$ cat src/hdl/pair_sum_index_finder_assert.svh
// Assertion macros used by the pair-sum finder back end
`ifndef PAIR_SUM_INDEX_FINDER_ASSERT_SVH
`define PAIR_SUM_INDEX_FINDER_ASSERT_SVH

// Check a property on every clock edge outside reset
`define PSIF_ASSERT(lbl, prop, msg) \
  lbl: assert property (@(posedge clk) disable iff (rst) prop) else $error(msg);

// Check a non-overlapping implication outside reset
`define PSIF_ASSERT_NEXT(lbl, ante, cons, msg) \
  lbl: assert property (@(posedge clk) disable iff (rst) (ante) |=> (cons)) else $error(msg);

`endif

$ cat src/hdl/psif_pkg.sv
// Shared types and constants of the pair-sum finder
`timescale 1ns / 1ps
package psif_pkg;
  localparam int CAPACITY  = 1024;
  localparam int IDX_W     = $clog2(CAPACITY);
  localparam int CNT_W     = $clog2(CAPACITY + 1);
  localparam int VAL_W     = 32;
  localparam int OUT_IDX_W = 10;
  localparam int ADDR_W    = 3;

  localparam logic [ADDR_W-1:0] REG_TARGET_SUM = 3'd0;

  localparam logic [1:0] STATUS_FOUND    = 2'd0;
  localparam logic [1:0] STATUS_NONE     = 2'd1;
  localparam logic [1:0] STATUS_OVERFLOW = 2'd2;

  typedef struct packed {
    logic signed [VAL_W-1:0] value;
    logic                    last;
  } item_t;

  // Queue head as seen by the back end
  typedef struct packed {
    logic  valid;
    item_t item;
  } head_t;

  typedef enum logic [1:0] {
    ST_IDLE,
    ST_READ,
    ST_CMP,
    ST_EMIT
  } state_t;
endpackage

$ cat src/hdl/psif_front.sv
// Front end: configuration register and request queue
`timescale 1ns / 1ps
module psif_front (
  input  logic                                 clk,
  input  logic                                 rst,
  input  logic                                 psel,
  input  logic                                 penable,
  input  logic                                 pwrite,
  input  logic [psif_pkg::ADDR_W-1:0]          paddr,
  input  logic [31:0]                          pwdata,
  output logic [31:0]                          prdata,
  output logic                                 pready,
  input  logic                                 valid,
  output logic                                 stall,
  input  logic signed [psif_pkg::VAL_W-1:0]    element_value,
  input  logic                                 is_last,
  output logic signed [psif_pkg::VAL_W-1:0]    target_sum,
  output psif_pkg::head_t                      head,
  input  logic                                 pop
);
  import psif_pkg::*;

  item_t      q_mem [2];
  logic       wr_ptr;
  logic       rd_ptr;
  logic [1:0] q_cnt;
  logic       push;

  // Hold the target sum
  always_ff @(posedge clk) begin
    if (rst) begin
      target_sum <= '0;
    end else if (psel && penable && pwrite && paddr == REG_TARGET_SUM) begin
      target_sum <= pwdata;
    end
  end

  assign pready = 1'b1;
  assign prdata = (paddr == REG_TARGET_SUM) ? target_sum : 32'd0;

  // Two-entry request queue
  assign stall = (q_cnt == 2'd2);
  assign push  = valid && !stall;

  always_ff @(posedge clk) begin
    if (push) begin
      q_mem[wr_ptr] <= '{value: element_value, last: is_last};
    end
  end

  always_ff @(posedge clk) begin
    if (rst) begin
      wr_ptr <= 1'b0;
      rd_ptr <= 1'b0;
      q_cnt  <= 2'd0;
    end else begin
      if (push) wr_ptr <= ~wr_ptr;
      if (pop)  rd_ptr <= ~rd_ptr;
      q_cnt <= q_cnt + {1'b0, push} - {1'b0, pop};
    end
  end

  assign head.valid = (q_cnt != 2'd0);
  assign head.item  = q_mem[rd_ptr];
endmodule

$ cat config.mk
export PLATFORM = sky130hd
export DESIGN_NAME = psif_front
export DESIGN_NICKNAME = d
export VERILOG_FILES = /design/src/hdl/pair_sum_index_finder_assert.svh /design/src/hdl/psif_pkg.sv /design/src/hdl/psif_front.sv
export SDC_FILE = /design/constraint.sdc
export NUM_CORES = 1
export LEC_CHECK = 0
export BUFFER_PORTS_ARGS = -buffer_cell sky130_fd_sc_hd__buf_2
export CORE_ASPECT_RATIO = 0.7
export CORE_MARGIN = 10
export CORE_UTILIZATION = 50
export DETAILED_ROUTE_END_ITERATION = 8
export PLACE_DENSITY_LB_ADDON = 0.2
export SLEW_MARGIN = 20
export SYNTH_ARGS = -nofsm -noshare
export SYNTH_HDL_FRONTEND = slang
export SYNTH_SLANG_ARGS = --single-unit
export TNS_END_PERCENT = 5
$ cat constraint.sdc
create_clock -name clk -period 4 [get_ports clk]
set_input_delay 0.2 -clock clk [delete_from_list [all_inputs] [get_ports clk]]
set_output_delay 0.2 -clock clk [all_outputs]
set_load 0.03 [all_outputs]
## Word level (Yosys, flattened, before mapping)

Memory sizes are Yosys's and may differ from the RTL's. A register that Yosys moved wholly into a read port is not among the register bits.
Cells that the tools add are included.

- Output and inout bits: 100
- Bits in writable memories: 66
- Flip-flop bits (word level): 36
- Bits of input ports: 75
- Memories: 1

- Bitwise logic cells: 2
- Reduce and logical (&&, ||, !) cells: 7
- Add/sub/neg operators: 2
- Muxes and demuxes: 5
- Equality and inequality tests: 1

Memory list:

| memory | words | width | read ports | clocked after memory_dff | wr ports | line | source |
|---|---|---|---|---|---|---|---|
| q_mem | 2 | 33 | 1 | 1 | 1 | psif_front.sv:23 | `item_t q_mem [2];` |

Operators with widths:

| kind | number |
|---|---|
| 2-to-1 mux 32 bit | 1 |
| logical AND 1 bit | 4 |
| 2-to-1 mux 1 bit | 4 |
| logical NOT 3 bit | 1 |
| adder 2 x 1 -> 2 bit | 1 |
| equality test 2 bit (second input constant) | 1 |
| NOT 1 bit | 2 |
| nonzero test 2 bit | 1 |
| subtractor 2 x 1 -> 2 bit | 1 |
| logical NOT 1 bit | 1 |

## Longest topological paths before layout

Gate-level depths: netlist (run 1).

- Word-level depth: 5
- Mapped depth: 8

## Least setup slack after synthesis (run 1)

No wires, ideal clock.

- Path kind: register -> register
- Start: register q_cnt[0]
- End: memory q_mem[0][0] (netlist bit), enable pin
- Period minus slack after synthesis: 2.004 ns
- Path slack: 1.996 ns
- Cell stages (with the launch flop): 5
- Data required time: 3.612 ns
- Arrival: 1.617 ns
- Cells stage by stage: dfxtp_1 > nand2b_1 > inv_1 > or3_1 > inv_1

- Cells in the longest elaborated chain, start to end: 5

Ends and longest elaborated chain:

| element | line | source |
|---|---|---|
| from (decl) | psif_front.sv:26 | `logic [1:0] q_cnt;` |
| from (signal assigned) | psif_front.sv:59 | `q_cnt <= q_cnt + {1'b0, push} - {1'b0, pop};` |
| equality test 2 bit | psif_front.sv:42 | `assign stall = (q_cnt == 2'd2);` |
| via stall | psif_front.sv:14 | `output logic stall,` |
| logical NOT 1 bit | psif_front.sv:43 | `assign push = valid && !stall;` |
| logical AND 1 bit | psif_front.sv:43 |  |
| 2-to-1 mux 1 bit | psif_front.sv:46 | `if (push) begin` |
| 2-to-1 mux 1 bit (implied by the code) | psif_front.sv:47 | `q_mem[wr_ptr] <= '{value: element_value, last: is_last};` |
| to (decl) | psif_front.sv:23 |  |

The timed path passes the listed nets, and every way through them passes these cells.

==> impl_metrics.py, run 1 <==
metrics = {
    "global_route": {
        "grt_pass1_wl_mm": 14.3,
        "grt_max_degree": 70,
        "overflow": 0,
        "antenna_found_initial": 0,
        "first_global_vias": 2862,
        "track_usage_pct": 14.3,
    },
    "sta": {
        "setup_tns_ps": 0,
        "max_freq_ghz": 0.545,
        "fin_crit_ps": 1830,
        "worst_pin_slew_ps": 839,
        "rsz0062_at_grt": "false",
        "hold_viol": 0,
        "skew_ps": 5.57,
        "setup_viol": 0,
        "period_share_pct": 45.9,
        "slew-limit-headroom_pct": 44.1,
        "slew_viol_final": 0,
    },
    "synthesis": {
        "ys_ff_latch": 103,
        "synth-seq-area-share_pct": 63.1,
        "ys_warn_count": 0,
        "syn_area_per_cell_sq_um": 14.0,
        "synth_cell_type_count": 27,
        "syn_area_sq_mm": 0.00431,
        "synth_area_leader_cell": "edfxtp_1",
        "synthDominantCellAreaShare_pct": 46.0,
        "synthTopCellsByArea": "edfxtp_1 (46%), dfxtp_1 (17%), nand2b_1 (9.4%), mux2_2 (8.6%), mux2i_1 (7.4%)",
        "synthCells": 307,
        "synth_nets": 384,
    },
    "route": {
        "viasPerCell": 4.61,
        "routed_wl_mm": 9.51,
        "avgRoutedWirePerCell_um": 15.8,
        "remaining_drc_errors": 0,
        "vias": 2773,
        "first_pass_iters": 4,
        "antenna_left": 0,
        "dr.first_iter.drc_count": 118,
    },
    "cells_and_area": {
        "stdcell_area_sq_mm": 0.00550,
        "drive_above_1_share_pct": 47.6,
        "antenna_cells": 0,
        "instances_no_fill": 601,
        "final_nets": 553,
        "area_growth_pct": 27.6,
    },
    "run_status": {
        "status": "completed",
    },
    "power_and_ir_drop": {
        "pwr-share-clk_pct": 34.1,
        "power_mw": 2.47,
        "power.leakage_nw": 2.35,
        "seqPwrFrac_pct": 50.0,
        "swShare_pct": 25.6,
        "p_per_area_mw_per_mm2": 449,
        "p_sw_mw": 0.631,
        "ir_drop_mv": 0.340,
        "internal_power_mw": 1.84,
        "pwr-share-comb_pct": 15.9,
    },
    "die": {
        "die_w_um": 131,
        "die_area_sq_mm": 0.0128,
        "initial_core_util_pct": 51.1,
        "ios": 175,
        "rows": 28,
        "die_height_um": 97.7,
        "core_area_sq_mm": 0.00844,
    },
    "place": {
        "place_inst": 585,
        "postPlaceCellArea_sq_mm": 0.00521,
        "place.gp.congestion": 0.717,
        "portBuffers": 173,
        "dp_hpwl_mm": 6.94,
    },
    "cts": {
        "cts_buffers": 9,
        "clk_pin_slew_ps": 70,
        "postCtsSetupRepairBufs": 0,
        "clock_path_buffers": 2,
        "cts_resized": 0,
        "cts_sinks": 103,
        "h-tree-depth": 3,
        "cts_tree": "yes",
        "cts_hold_buffers": 0,
        "clk_latency_ps": 340,
        "cts-root-buf": "clkbuf_16",
    },
    "setup_path": {
        "cp.arrival_ps": 1630,
        "crit_type": "register to output port",
        "critPathMaxStageDelay_ps": 410,
        "cpMaxStageDelayCell": "mux2_2",
        "cp_max_fo": 33,
        "end_kind": "output port",
        "worstPathCellList": "buf_4 -> mux2_2 -> buf_2",
        "startpoint_type": "register",
        "required_ps": 3800,
    },
    "run": {
        "max-cap-violations": 0,
    },
    "hold_path": {
        "hp-class": "primary input to register",
    },
}
-- metrics by stage --
step	setup WS (ps)	hold slack, ps	util (%)
after global placement	2300	387	61.8
final	2170	47.4	65.1
after detailed placement	2240	391	61.8
after CTS	2140	33.4	65.1
after floorplan	2000	299	-
after global routing	2100	32.8	65.1
-- state kept, by name (all words and copies together) (netlist names), named ones only --
register    count
target_sum     32
rd_ptr          1
q_mem          66
wr_ptr          1
q_cnt           2
-- placed cells by master (no fill, tap or decap), types with 2 or more instances in the layout --
| cell type | netlist | routed |
|---|---|---|
| buf_2 | 3 | 173 |
| edfxtp_1 | 66 | 66 |
| nand2b_1 | 65 | 65 |
| dfxtp_1 | 37 | 37 |
| mux2_2 | 33 | 33 |
| mux2i_1 | 32 | 32 |
| and2_1 | 31 | 31 |
| clkbuf_16 | 0 | 9 |
| inv_1 | 4 | 4 |
| buf_4 | 1 | 4 |
| nor2_1 | 3 | 3 |
| and2_2 | 2 | 2 |
| ha_1 | 2 | 2 |
| clkinv_2 | 0 | 2 |
| clkinv_1 | 0 | 2 |
-- synth_stat cells --
cell and n:
xnor2_1 1, nand2b_1 65, a21oi_1 1, buf_12 4, nor3_1 1, mux2_2 33, or3_1 1, and2_2 2
nor2_1 3, o21ai_0 1, nor3_2 1, dfxtp_1 37, inv_1 4, clkbuf_1 11, and2_1 31, buf_4 1
conb_1 1, nor2b_1 1, nand2_1 1, or2_2 1, xor2_1 1, ha_1 2, and3_1 1, mux2i_1 32
buf_2 3, and4_4 1, edfxtp_1 66
-- critical path, delay by kind of cell (launching register included) --
family   cells  cell delay, ps
buf+inv      2             560
mux          1             410
flops        1             310
-- area by class of cell --
class	count	area (sq um)
Fill cell	662	2940
Sequential cell	103	2720
Multi-Input combinational cell	181	1430
Timing Repair Buffer	177	896
Clock buffer	9	225
Tap cell	120	150
Clock inverter	7	61.3
Inverter	4	15.0
-- metal layers --
| metal | global-route usage, % | vias to the layer above | part of all wire, % | routed length [um] |
|---|---|---|---|---|
| li1 | - | 1388 | - | - |
| met1 | 15.4 | 1295 | 40 | 3780 |
| met2 | 24.6 | 85 | 52 | 4900 |
| met3 | 6.27 | 5 | 7.9 | 755 |
| met4 | 4.09 | 0 | 0.80 | 76 |
| met5 | 0 | - | 0 | 0 |
-- power groups by stage --
stage	Clock (mW)	Combinational (mW)	Sequential (mW)
after floorplan	0	0.268	1.26
after global placement	0	0.393	1.25
after detailed placement	0	0.400	1.26
after CTS	0.865	0.402	1.24
after global routing	0.903	0.425	1.24
final	0.842	0.394	1.24
-- final timing paths --
check                                    from                           to  slack, ps  cells after the start
setup / recovery                     register                     head[25]       2170                      3
setup reg to reg          q_cnt[0]$_SDFF_PP0_       q_mem[0][25]$_DFFE_PP_       2270                      5
hold reg to reg   target_sum[15]$_SDFFE_PP0P_  target_sum[15]$_SDFFE_PP0P_        480                      2
hold / removal              element_value[29]       q_mem[1][30]$_DFFE_PP_         50                      1
-- kinds of logic (layout without fill, tap and decap cells) --
family                     after synthesis  count (layout)  synth area share (%)
AOI/OAI and AO/OA                        2               2                 0.232
xor gates and xnor gates                 2               2                 0.406
adders and majority gates                2               2                 0.580
buffers and inverters                   23             197                  3.69
DFF                                    103             103                  63.1
muxes                                   65              65                  16.0
other                                    1               1                0.0870
and+or+nand+nor                        109             109                  15.8
Note: power is estimated with default switching activity, not from simulation.
==> inputs of run 2 (changes only) <==
ABC_AREA = 1   (was default)
CORE_UTILIZATION = 43   (was 50)
clock period = 1.5 ns   (was 4 ns; I/O delays follow)
==> impl_metrics.py, run 2 <==
metrics = {
    "die": {
        "core_area_sq_mm": 0.00976,
        "die_w_um": 140,
        "die_area_sq_mm": 0.0145,
        "die_height_um": 104,
        "ios": 175,
        "initial_core_util_pct": 44.2,
        "rows": 30,
    },
    "global_route": {
        "grtUsageMet3_pct": 5.84,
        "grt_most_used_layer": "met2",
        "use_met1_pct": 16.0,
        "overflow": 0,
        "antenna_found_initial": 0,
        "grt_max_degree": 34,
        "first_global_vias": 3489,
        "track_usage_pct": 14.6,
        "grt_pass1_wl_mm": 17.4,
        "globalRouteMet2Util_pct": 25.3,
    },
    "run": {
        "max-cap-violations": 0,
    },
    "power_and_ir_drop": {
        "power.leakage_nw": 2.83,
        "internal_power_mw": 5.09,
        "swShare_pct": 27.2,
        "pwr-share-comb_pct": 21.3,
        "p_per_area_mw_per_mm2": 1120,
        "p_sw_mw": 1.90,
        "pwr-share-clk_pct": 31.0,
        "ir_drop_mv": 0.661,
        "seqPwrFrac_pct": 47.6,
    },
    "route": {
        "remaining_drc_errors": 0,
        "avgRoutedWirePerCell_um": 14.5,
        "vias": 3384,
        "dr.first_iter.drc_count": 191,
        "first_pass_iters": 4,
        "viasPerCell": 4.47,
        "antenna_left": 0,
        "routed_wl_mm": 10.9,
    },
    "synthesis": {
        "synthCells": 414,
        "syn_area_per_cell_sq_um": 10.4,
        "synth_ff_type": "edfxtp_1",
        "synth_most_common_cell": "nor2_1",
        "synth_edf_count": 66,
        "synth_cell_type_count": 24,
        "syn_area_sq_mm": 0.00431,
        "ys_warn_count": 0,
        "ys_ff_latch": 103,
        "synthDominantCellAreaShare_pct": 45.9,
        "synth_area_leader_cell": "edfxtp_1",
        "synth_nets": 491,
        "ys_top_cells_by_count": "nor2_1 (106), inv_1 (71), edfxtp_1 (66), dfxtp_1 (37), nand2_1 (35)",
        "synthTopCellsByArea": "edfxtp_1 (46%), dfxtp_1 (17%), nor2_1 (9.2%), mux2_2 (8.6%), inv_1 (6.2%)",
        "synth-seq-area-share_pct": 63.1,
        "async_flop_share_pct": 0,
    },
    "cells_and_area": {
        "layout.cells.most_common": "buf_2",
        "reg_top3": "q_mem x66, target_sum x32, q_cnt x2",
        "final_cell_mix": "buf_2 (140), nor2_1 (104), inv_1 (69), edfxtp_1 (66), nand2_1 (35)",
        "drive_above_1_share_pct": 39.4,
        "antenna_cells": 0,
        "regMostFlops": "q_mem",
        "utilization_pct": 64.2,
        "largest_reg_flops": 66,
        "fillCellCount": 797,
        "instances_no_fill": 757,
        "area_growth_pct": 45.3,
        "stdcell_area_sq_mm": 0.00627,
        "final_nets": 701,
    },
    "setup_path": {
        "rrSetupSlack_ps": 90,
        "rr_startpoint": "q_cnt[1]$_SDFF_PP0_",
        "cp_max_fo": 16,
        "cp.arrival_ps": 1410,
        "required_ps": 1420,
        "crit_type": "register to output port",
        "end_kind": "output port",
        "startpoint_type": "register",
        "reg2reg_to": "q_cnt[1]$_SDFF_PP0_",
        "r2r_cells": 9,
    },
    "place": {
        "place_inst": 703,
        "portBuffers": 173,
        "dp_hpwl_mm": 7.69,
        "place.gp.congestion": 0.797,
        "postPlaceCellArea_sq_mm": 0.00531,
    },
    "run_status": {
        "status": "completed",
    },
    "cts": {
        "clk_latency_ps": 340,
        "cts_tree": "yes",
        "cts_sinks": 103,
        "cts-root-buf": "clkbuf_16",
        "h-tree-depth": 3,
        "clock_path_buffers": 2,
        "clk_pin_slew_ps": 70,
        "cts_buffers": 9,
    },
    "sta": {
        "skew_ps": 2.62,
        "setup_tns_ps": 0,
        "slew_viol_final": 0,
        "fin_crit_ps": 1490,
        "holdWs_ps": 34.9,
        "hold_viol": 0,
        "period_share_pct": 99.0,
        "rsz0062_at_grt": "true",
        "setup_viol": 0,
        "max_freq_ghz": 0.673,
    },
    "hold_path": {
        "whs_path_depth": 3,
        "min_from": "pop",
        "worstHoldEndpoint": "rd_ptr$_SDFFE_PP0P_",
        "hp-class": "primary input to register",
    },
}
run 2: changes by cell type after synthesis, sizes merged, moves of 2 or more:
cell / delta
nand2: +35
buf: +10
inv: +67
mux2i: -32
nand2b: -65
clkbuf: -9
nor3: -2
nor2: +105
and2: -32
nand3: +33
run 2: worst max path at each step:
| stage | start | to | slack [ps] | depth (start not counted) |
|---|---|---|---|---|
| 2_1_floorplan | q_cnt[1]$_SDFF_PP0_ | q_mem[0][0]$_DFFE_PP_ | -250 | 3 |
| 3_3_place_gp | q_cnt[1]$_SDFF_PP0_ | q_cnt[1]$_SDFF_PP0_ | 100 | 9 |
| 3_5_place_dp | q_cnt[1]$_SDFF_PP0_ | q_cnt[1]$_SDFF_PP0_ | 40 | 9 |
| 4_1_cts | register | head[0] | -30 | 3 |
| 5_1_grt | register | head[21] | -40 | 3 |
| 6_report | register | head[29] | 10 | 3 |
run 2: cell families (layout without fill, tap and decap cells):
family	after synthesis	in the layout	synth area share (%)
flip-flops	103	103	63.1
buffers and inverters	92	307	9.63
adder cells (fa/ha/maj)	2	2	0.580
AO/OA/AOI/OAI	2	2	0.319
other	1	1	0.0869
AND/OR/NAND/NOR	179	179	17.3
XOR/XNOR	2	2	0.406
multiplexers	33	33	8.61
run 2: per-layer routing:
metal | share of wire (%) | vias up | wire length [um]
li1 | - | 1720 | -
met1 | 40 | 1557 | 4340
met2 | 52 | 100 | 5690
met3 | 7.3 | 7 | 804
met4 | 1.0 | 0 | 110
met5 | 0 | - | 0
run 2: what timing repair did:
item                                    4_1_cts  5_1_grt
cloned                                        1        1
endpoints found under the hold margin        69        0
endpoints found under the setup margin       33       33
buffers inserted                              0        2
pin swaps                                     0        4
gates resized for setup                      54       32
hold buffers                                 34        0
run 2: final cells by class:
type / instances / area (sq um) / share of cell area (%)
clock buffer: 10 / 229 / 3.65
sequential: 103 / 2730 / 43.5
timing repair buffer: 219 / 1580 / 25.2
multi-input combinational: 219 / 1250 / 19.9
clock inverter: 6 / 52.6 / 0.838
tap: 128 / 160 / 2.56
inverter: 72 / 270 / 4.31
run 2: through the flow:
stage	setup slack, ps	power (mW)
floorplan	-245	4.13
global placement	101	4.52
detailed placement	36.0	4.54
CTS	-33.8	6.95
global route	-41.3	7.33
finish	14.7	6.99
run 2: critical path, cell delays in order (launching register included):
cell and delay (ps):
dfxtp_4 410, buf_16 170, mux2_2 350, buf_6 140
run 2: power by group through the flow:
stage          sequential, mW  combinational [mW]  clock [mW]
2_1_floorplan            3.38               0.751           0
3_3_place_gp             3.36                1.15           0
3_5_place_dp             3.37                1.17           0
4_1_cts                  3.32                1.39        2.25
5_1_grt                  3.35                1.60        2.38
6_report                 3.33                1.49        2.17
